<file path="src/design/mws_pkg.sv">
// Shared types, codes and constants of the multilink window scheduler.
package mws_pkg;

  // Widths fixed by the word format and the link state
  localparam int WIN_W      = 16;
  localparam int IFL_W      = 10;
  localparam int SEQ_W      = 31;
  localparam int ENTRY_W    = 32;
  localparam int TIME_W     = 32;
  localparam int TMO_W      = 8;
  localparam int CFG_IDX_W  = 3;
  localparam int CFG_DATA_W = 16;
  localparam int ACTION_W   = 3;
  localparam int CHOSEN_W   = 2;
  localparam int LINK_IN_W  = 2;
  // Step counter, wide enough for the deepest log plus one
  localparam int CNT_W      = 11;
  // Restoring divider: one quotient bit per step
  localparam int DIV_STEPS  = WIN_W;
  localparam int PROD_W     = 20;
  localparam int WINDOW_SCALE = 1000;
  localparam logic [IFL_W-1:0] IFL_MAX = '1;

  // Reset values of the configuration registers
  localparam logic [WIN_W-1:0] RST_WINDOW_START   = 16'd20000;
  localparam logic [WIN_W-1:0] RST_WINDOW_FLOOR   = 16'd1000;
  localparam logic [WIN_W-1:0] RST_WINDOW_CAP     = 16'd60000;
  localparam logic [WIN_W-1:0] RST_LOSS_DECREMENT = 16'd100;
  localparam logic [WIN_W-1:0] RST_ACK_INCREMENT  = 16'd30;
  localparam logic [TMO_W-1:0] RST_TIMEOUT        = 8'd4;

  // Configuration register indexes
  typedef enum logic [CFG_IDX_W-1:0] {
    CFG_WINDOW_START   = 3'd0,
    CFG_WINDOW_FLOOR   = 3'd1,
    CFG_WINDOW_CAP     = 3'd2,
    CFG_LOSS_DECREMENT = 3'd3,
    CFG_ACK_INCREMENT  = 3'd4,
    CFG_TIMEOUT        = 3'd5
  } cfg_reg_t;

  // Input word action codes
  typedef enum logic [ACTION_W-1:0] {
    ACT_SELECT  = 3'd0,
    ACT_RECORD  = 3'd1,
    ACT_NAK     = 3'd2,
    ACT_ACK     = 3'd3,
    ACT_CUM_ACK = 3'd4,
    ACT_RECV    = 3'd5,
    ACT_FAIL    = 3'd6,
    ACT_TICK    = 3'd7
  } action_t;

  // Controller states
  typedef enum logic [3:0] {
    ST_CLEAR,
    ST_IDLE,
    ST_DIV,
    ST_PICK,
    ST_SEARCH,
    ST_DRAIN,
    ST_NAK,
    ST_ACK_CMP,
    ST_ACK_APPLY,
    ST_CUM,
    ST_TICK,
    ST_TICK_CLR,
    ST_DONE
  } state_t;

  // Commands from controller to datapath
  typedef struct packed {
    logic             load;       // input word accepted this cycle
    logic             record;     // log the sent sequence
    logic             recv;       // receive time update
    logic             fail;       // send failure mark
    logic             clear;      // empty log slot cnt
    logic             clr_all;    // clear every link, not just the tick mask
    logic             srch_rd;    // read log slot for search step cnt
    logic             cum;        // search is a cumulative ack
    logic             div_step;   // one divider step on every link
    logic             pick_step;  // compare score of link cnt
    logic             nak_apply;
    logic             ack_cmp;
    logic             ack_apply;
    logic             cum_done;
    logic             tick_apply;
    logic             res_load;   // move result into output register
    logic [CNT_W-1:0] cnt;
  } cmd_t;

  // Status from datapath to controller
  typedef struct packed {
    logic out_free;
    logic out_valid;
  } status_t;

endpackage

</file>
<file path="src/design/mws_ctrl.sv">
// Controller state machine of the multilink window scheduler.
module mws_ctrl import mws_pkg::*; #(
  parameter int NUM_LINKS = 4,
  parameter int LOG_DEPTH = 256
) (
  input  logic                clk,
  input  logic                rst,
  input  logic                in_valid,
  output logic                in_stall,
  input  logic [ACTION_W-1:0] action,
  input  status_t             status,
  output cmd_t                cmd
);

  localparam logic [CNT_W-1:0] LAST_SLOT = CNT_W'(LOG_DEPTH - 1);
  localparam logic [CNT_W-1:0] LAST_DIV  = CNT_W'(DIV_STEPS - 1);
  localparam logic [CNT_W-1:0] LAST_LINK = CNT_W'(NUM_LINKS - 1);

  state_t           state, state_next;
  action_t          act, act_next;
  logic [CNT_W-1:0] cnt, cnt_next;

  // State, action and step counter
  always_ff @(posedge clk) begin
    if (rst) begin
      state <= ST_CLEAR;
      act   <= ACT_SELECT;
      cnt   <= '0;
    end else begin
      state <= state_next;
      act   <= act_next;
      cnt   <= cnt_next;
    end
  end

  assign in_stall = (state != ST_IDLE);

  // Next state and commands
  always_comb begin
    state_next = state;
    act_next   = act;
    cnt_next   = cnt;
    cmd        = '0;
    cmd.cnt    = cnt;
    cmd.cum    = (act == ACT_CUM_ACK);
    case (state)
      ST_CLEAR: begin
        cmd.clear   = 1'b1;
        cmd.clr_all = 1'b1;
        cnt_next    = cnt + 1'b1;
        if (cnt == LAST_SLOT) begin
          state_next = ST_IDLE;
          cnt_next   = '0;
        end
      end
      ST_IDLE: begin
        cnt_next = '0;
        if (in_valid) begin
          cmd.load = 1'b1;
          act_next = action_t'(action);
          case (action_t'(action))
            ACT_SELECT: state_next = ST_DIV;
            ACT_RECORD: begin
              cmd.record = 1'b1;
              state_next = ST_DONE;
            end
            ACT_NAK, ACT_ACK, ACT_CUM_ACK: begin
              state_next = ST_SEARCH;
              cnt_next   = CNT_W'(1);
            end
            ACT_RECV: begin
              cmd.recv   = 1'b1;
              state_next = ST_DONE;
            end
            ACT_FAIL: begin
              cmd.fail   = 1'b1;
              state_next = ST_DONE;
            end
            default: state_next = ST_TICK;
          endcase
        end
      end
      ST_DIV: begin
        cmd.div_step = 1'b1;
        cnt_next     = cnt + 1'b1;
        if (cnt == LAST_DIV) begin
          state_next = ST_PICK;
          cnt_next   = '0;
        end
      end
      ST_PICK: begin
        cmd.pick_step = 1'b1;
        cnt_next      = cnt + 1'b1;
        if (cnt == LAST_LINK) begin
          state_next = ST_DONE;
        end
      end
      ST_SEARCH: begin
        cmd.srch_rd = 1'b1;
        cnt_next    = cnt + 1'b1;
        if (cnt == LAST_SLOT) begin
          state_next = ST_DRAIN;
        end
      end
      ST_DRAIN: begin
        // last read word is compared in this cycle
        case (act)
          ACT_NAK: state_next = ST_NAK;
          ACT_ACK: state_next = ST_ACK_CMP;
          default: state_next = ST_CUM;
        endcase
      end
      ST_NAK: begin
        cmd.nak_apply = 1'b1;
        state_next    = ST_DONE;
      end
      ST_ACK_CMP: begin
        cmd.ack_cmp = 1'b1;
        state_next  = ST_ACK_APPLY;
      end
      ST_ACK_APPLY: begin
        cmd.ack_apply = 1'b1;
        state_next    = ST_DONE;
      end
      ST_CUM: begin
        cmd.cum_done = 1'b1;
        state_next   = ST_DONE;
      end
      ST_TICK: begin
        cmd.tick_apply = 1'b1;
        state_next     = ST_TICK_CLR;
        cnt_next       = '0;
      end
      ST_TICK_CLR: begin
        cmd.clear = 1'b1;
        cnt_next  = cnt + 1'b1;
        if (cnt == LAST_SLOT) begin
          state_next = ST_DONE;
        end
      end
      ST_DONE: begin
        if (status.out_free) begin
          cmd.res_load = 1'b1;
          state_next   = ST_IDLE;
        end
      end
      default: state_next = ST_IDLE;
    endcase
  end

  // A result is only handed over when the output register can take it
  a_res_free: assert property (@(posedge clk) disable iff (rst)
    cmd.res_load |=> status.out_valid)
    else $error("result load did not reach the output register");

  // Clearing sweep and log search never run together
  a_no_overlap: assert property (@(posedge clk) disable iff (rst)
    !(cmd.clear && cmd.srch_rd))
    else $error("log clear overlaps search");

  // Leaving reset always starts the clearing pass
  a_reset_clear: assert property (@(posedge clk)
    $fell(rst) |-> state == ST_CLEAR)
    else $error("clearing pass skipped after reset");

endmodule

</file>
<file path="config.mk">
export PLATFORM = sky130hd
export DESIGN_NAME = mws_ctrl
export DESIGN_NICKNAME = d
export VERILOG_FILES = /design/src/design/mws_pkg.sv /design/src/design/mws_ctrl.sv
export SDC_FILE = /design/constraint.sdc
export NUM_CORES = 1
export LEC_CHECK = 0
export BUFFER_PORTS_ARGS = -buffer_cell sky130_fd_sc_hd__buf_2
export CORE_ASPECT_RATIO = 1.75
export CORE_UTILIZATION = 30
export DETAILED_ROUTE_END_ITERATION = 8
export GPL_ROUTABILITY_DRIVEN = 0
export PLACE_DENSITY = 0.5
export RECOVER_POWER = 100
export SYNTH_ARGS = -nofsm -noshare
export SYNTH_HDL_FRONTEND = slang
export SYNTH_SLANG_ARGS = --single-unit
</file>
<file path="constraint.sdc">
create_clock -name clk -period 2.8 [get_ports clk]
set_input_delay 0.56 -clock clk [delete_from_list [all_inputs] [get_ports clk]]
set_output_delay 0.56 -clock clk [all_outputs]
set_load 0.02 [all_outputs]
</file>
## Word level (Yosys, flattened, before mapping)

Cells that the tools add are included.

- Input port bits: 8
- Register bits: 18

- Multiplexer cells: 32
- Eq/ne operators: 32
- Reduce and logical (&&, ||, !) cells: 10
- Add/subtract/negate cells: 1

Operators with widths:

| operator | number |
|---|---|
| 11-bit case mux with 5 select lines | 1 |
| 4-bit case mux with 11 select lines | 1 |
| 4-bit two-way mux | 9 |
| 11-bit two-way mux | 2 |
| 4-bit equality test, second input constant | 5 |
| 1-bit two-way mux | 17 |
| 4-bit by 3-bit equality test with 1-bit output, second input constant | 4 |
| 2-bit != test, second input constant | 7 |
| 3-bit by 2-bit equality test with 1-bit output, second input constant | 4 |
| 3-bit equality test, second input constant | 4 |
| 4-bit case mux with 3 select lines | 1 |
| 3-bit OR reduction | 4 |
| 11-bit by 1-bit adder with 11-bit output, second input constant | 1 |
| 11-bit by 2-bit equality test with 1-bit output, second input constant | 1 |
| 11-bit by 4-bit equality test with 1-bit output, second input constant | 1 |
| 11-bit by 8-bit equality test with 1-bit output, second input constant | 1 |
| 4-bit by 2-bit equality test with 1-bit output, second input constant | 2 |
| 4-bit case mux with 2 select lines | 1 |
| 7-bit AND reduction | 1 |
| 5-bit nonzero test | 1 |
| 4-bit by 1-bit equality test with 1-bit output, second input constant | 1 |
| 4-bit zero test | 1 |
| 4-bit by 1-bit != test with 1-bit output, second input constant | 1 |
| 3-bit by 1-bit equality test with 1-bit output, second input constant | 1 |
| other kinds (3) | 3 |

## Longest topological paths before layout

- Depth in word-level cells: 5
- Mapped depth: 8

## Worst setup path before layout

OpenSTA, ideal clock, no wires.

- Path kind: reg2out
- Start point: reg state[0]
- End point: out cmd[23] in the netlist's numbering
- Arrival: 1903 ps
- Data required time: 2240 ps
- Stages on the path, launching flop included: 7
- Path slack: 337 ps
- Buffers on the path: 1
- Path through: dfxtp_1 clkbuf_1 nor2b_1 nand3_1 inv_1 nand2_1 nor3b_1

RTL lines:

| element | RTL line | text |
|---|---|---|
| from (decl) | mws_ctrl.sv:19 | `state_t state, state_next;` |
| from (signal assigned) | mws_ctrl.sv:30 | `state <= state_next;` |
| to (decl) | mws_ctrl.sv:12 | `output cmd_t cmd` |

==> impl_metrics.json <==
{
  "dieArea_mm2": 0.00476,
  "outcome": "finished clean",
  "fin_util_pct": 37.0,
  "power_density_mw_per_mm2": 817,
  "die_w_um": 52.6,
  "synth-edff-count": 0,
  "drt_wl_total_um": 3860,
  "cp.arrival_ns": 1.99,
  "synth-warning-count": 0,
  "start_util_pct": 31.8,
  "initialDrtViolationCount": 24,
  "overflow": 0,
  "slowest_delay_ns": 0.65,
  "coreArea_mm2": 0.00423,
  "n_antenna_cell": 0,
  "drtPass1Iterations": 4,
  "clkLatencyLatePin_ns": 0.26,
  "first_global_vias": 1300,
  "path_class": "reg -> out",
  "setup_viol": 0,
  "cts_sinks": 18,
  "tritoncts": "yes",
  "synthesis.nets": 194,
  "cts_made_buffers": 3,
  "drc": 0,
  "fin_crit_sh_pct": 91.2,
  "viasPerCell": 5.44,
  "endpoint_kind": "output pin",
  "cts_buffer_depth": 2,
  "min_path_type": "reg -> reg",
  "yosysUniqueCellTypes": 44,
  "slew_violations": 0,
  "grt_pass1_wl_um": 6220,
  "synth_seq_area_share_pct": 26.8,
  "cts.repair.resized": 0,
  "cts.root.buffer_cell": "clkbuf_8",
  "syn_to_final_growth_pct": 16.4,
  "holdWs_ns": 0.475,
  "rsz0062_at_grt": "false",
  "totalPowerFinal_mw": 1.28,
  "final_nets": 225,
  "hold_buffers": 0,
  "clock_skew_ns": 0.00404,
  "hold_violations": 0,
  "period_minus_slack_ns": 2.55,
  "cp_num_buf_inv": 2,
  "ys_async_sr_fraction_pct": 0,
  "cts_setup_buffers": 0,
  "num_rows": 31,
  "dp.final_hpwl_um": 2780,
  "ant_nets": 0,
  "max_freq_mhz": 392,
  "grt_usage_pct": 17.0,
  "syn_avg_cell_area_um2": 7.26,
  "vias": 1437,
  "setup_tns_ns": 0,
  "relSlewSlack_pct": 36.0,
  "worst_pin_slew_ns": 0.955,
  "cts.reportedPaths.clkPinSlew_ns": 0.08,
  "antenna_found_initial": 0,
  "critPathRequiredTime_ns": 2.24,
  "io_pins": 36,
  "cp_slowest_cell": "dfxtp_1",
  "syn_area_mm2": 0.00134,
  "critical_path.max_fanout": 19,
  "wl_per_cell_um": 14.6,
  "synth_cells": 185,
  "crit_family": "simple AND/OR/NAND/NOR gates",
  "dieHeight_um": 90.5,
  "grt_max_degree": 25,
  "htree_levels": 1,
  "maxCapViolCount": 0,
  "startpoint_type": "flip-flop",
  "leakagePower_nw": 0.548,
  "peakVddDrop_mv": 0.368,
  "port_buffers": 34,
  "synth-seq-cells": 18,
  "synth_flop_cell": "dfxtp_1",
  "crit_chain": "nor2b_1 > nand3_1 > inv_1 > nand2_1 > nor3b_1 > clkbuf_2",
  "drive_gt1_share_pct": 10.2
}
## worst reg2reg max path, cell delays in order (launching register included)
cell	delay, ns
dfxtp_1	0.51
clkbuf_1	0.43
or3_1	0.19
o21ai_0	0.12
a2111oi_2	0.73
o221ai_1	0.24
a21oi_1	0.18
## cells in the mapped netlist, types with 2 or more instances
cell      number  area share, %
a211oi_1       4            2.2
a21oi_1       12            4.5
a311oi_1       2            1.3
a31oi_1        5            2.3
and3_1         4            1.9
buf_2          2           0.75
clkbuf_1      10            2.8
dfxtp_1       18             27
inv_1          4            1.1
mux2i_1        3            2.2
nand2_1       17            4.8
nand2b_1      10            4.7
nand3_1       10            3.7
nand3b_1       3            1.7
nand4_1        7            3.3
nor2_1        22            6.2
nor2b_1        5            2.3
nor3_1         9            3.4
nor3b_1        4            2.2
nor4_1         2           0.93
o211ai_1       2            1.1
o21ai_0        3            1.1
or2_2          2           0.93
or3_1          2           0.93
or3b_2         2            1.3
xnor2_1        2            1.3
xor2_1         2            1.3
## routing by layer
layer,track usage (%),part of all wire [%],wire length (um),vias to the layer above
met5,0,0,0,-
met4,5.92,1.5,57,0
met3,1.52,2.7,104,5
met2,30.1,54,2080,31
met1,20.1,42,1610,666
li1,-,-,-,735
## power breakdown
| part | internal (mW) | leakage (nW) | switching, mW |
|---|---|---|---|
| combinational | 0.251 | 0.373 | 0.399 |
| sequential | 0.299 | 0.146 | 0.105 |
| clock | 0.125 | 0.0288 | 0.0966 |
## registers in the layout, indices dropped and copies added, names as in the netlist
| signal | cells |
|---|---|
| cnt | 11 |
| state | 4 |
| act | 3 |
## cell families (layout without fill, tap and decap cells)
| logic type | count (synthesis) | after routing | share of synthesized area (%) |
|---|---|---|---|
| flops | 18 | 18 | 26.8 |
| simple gates | 104 | 104 | 42.0 |
| compound gates | 39 | 39 | 20.7 |
| buf+inv | 16 | 46 | 4.66 |
| mux | 3 | 3 | 2.24 |
| xor+xnor | 4 | 4 | 2.61 |
| fa+ha+maj | 1 | 1 | 0.932 |
## through the flow
stage	instance area, um^2	std cells	worst slack [ns]
after floorplan	1340	185	0.337
after global placement	1560	260	0.533
after detailed placement	1560	260	0.521
after CTS	1610	264	0.239
after global routing	1560	264	0.0320
final	1560	264	0.247
## final cells by class
type / count / area, um^2
clock buffers: 4 / 55.1
fillers: 482 / 2670
inverters: 4 / 15.0
multi-input cells: 151 / 907
flip-flops and latches: 18 / 360
well taps: 49 / 61.3
repair buffers: 38 / 164
## cells in the final DEF, fill, tap and decap left out, types with 2 or more instances in the layout
master and instances:
nand3b_1 3, o21ai_0 3, nor3_1 9, nor2b_1 5, xnor2_1 2, nand3_1 10
nor4_1 2, buf_2 7, or3_1 2, xor2_1 2, nor2_1 22, and3_1 4
nand2b_1 10, mux2i_1 3, or3b_2 2, clkbuf_1 27, inv_1 4, nor3b_1 4
a211oi_1 4, a21oi_1 12, buf_4 3, a311oi_1 2, nand2_1 17, a31oi_1 5
dfxtp_1 18, clkbuf_8 4, or2_2 2, nand4_1 7, o211ai_1 2
## path summary, 6_finish.rpt
| path | cells after the start | endpoint | from | slack, ns |
|---|---|---|---|---|
| worst min-delay path | 2 | act[2] | act[2] | 0.47 |
| worst max register to register | 6 | state[0] | state[1] | 0.35 |
| worst max-delay path | 6 | cmd[23] | state[0] | 0.25 |
| worst min register to register | 2 | act[2] | act[2] | 0.47 |
Power figures use the tool's default switching activity.
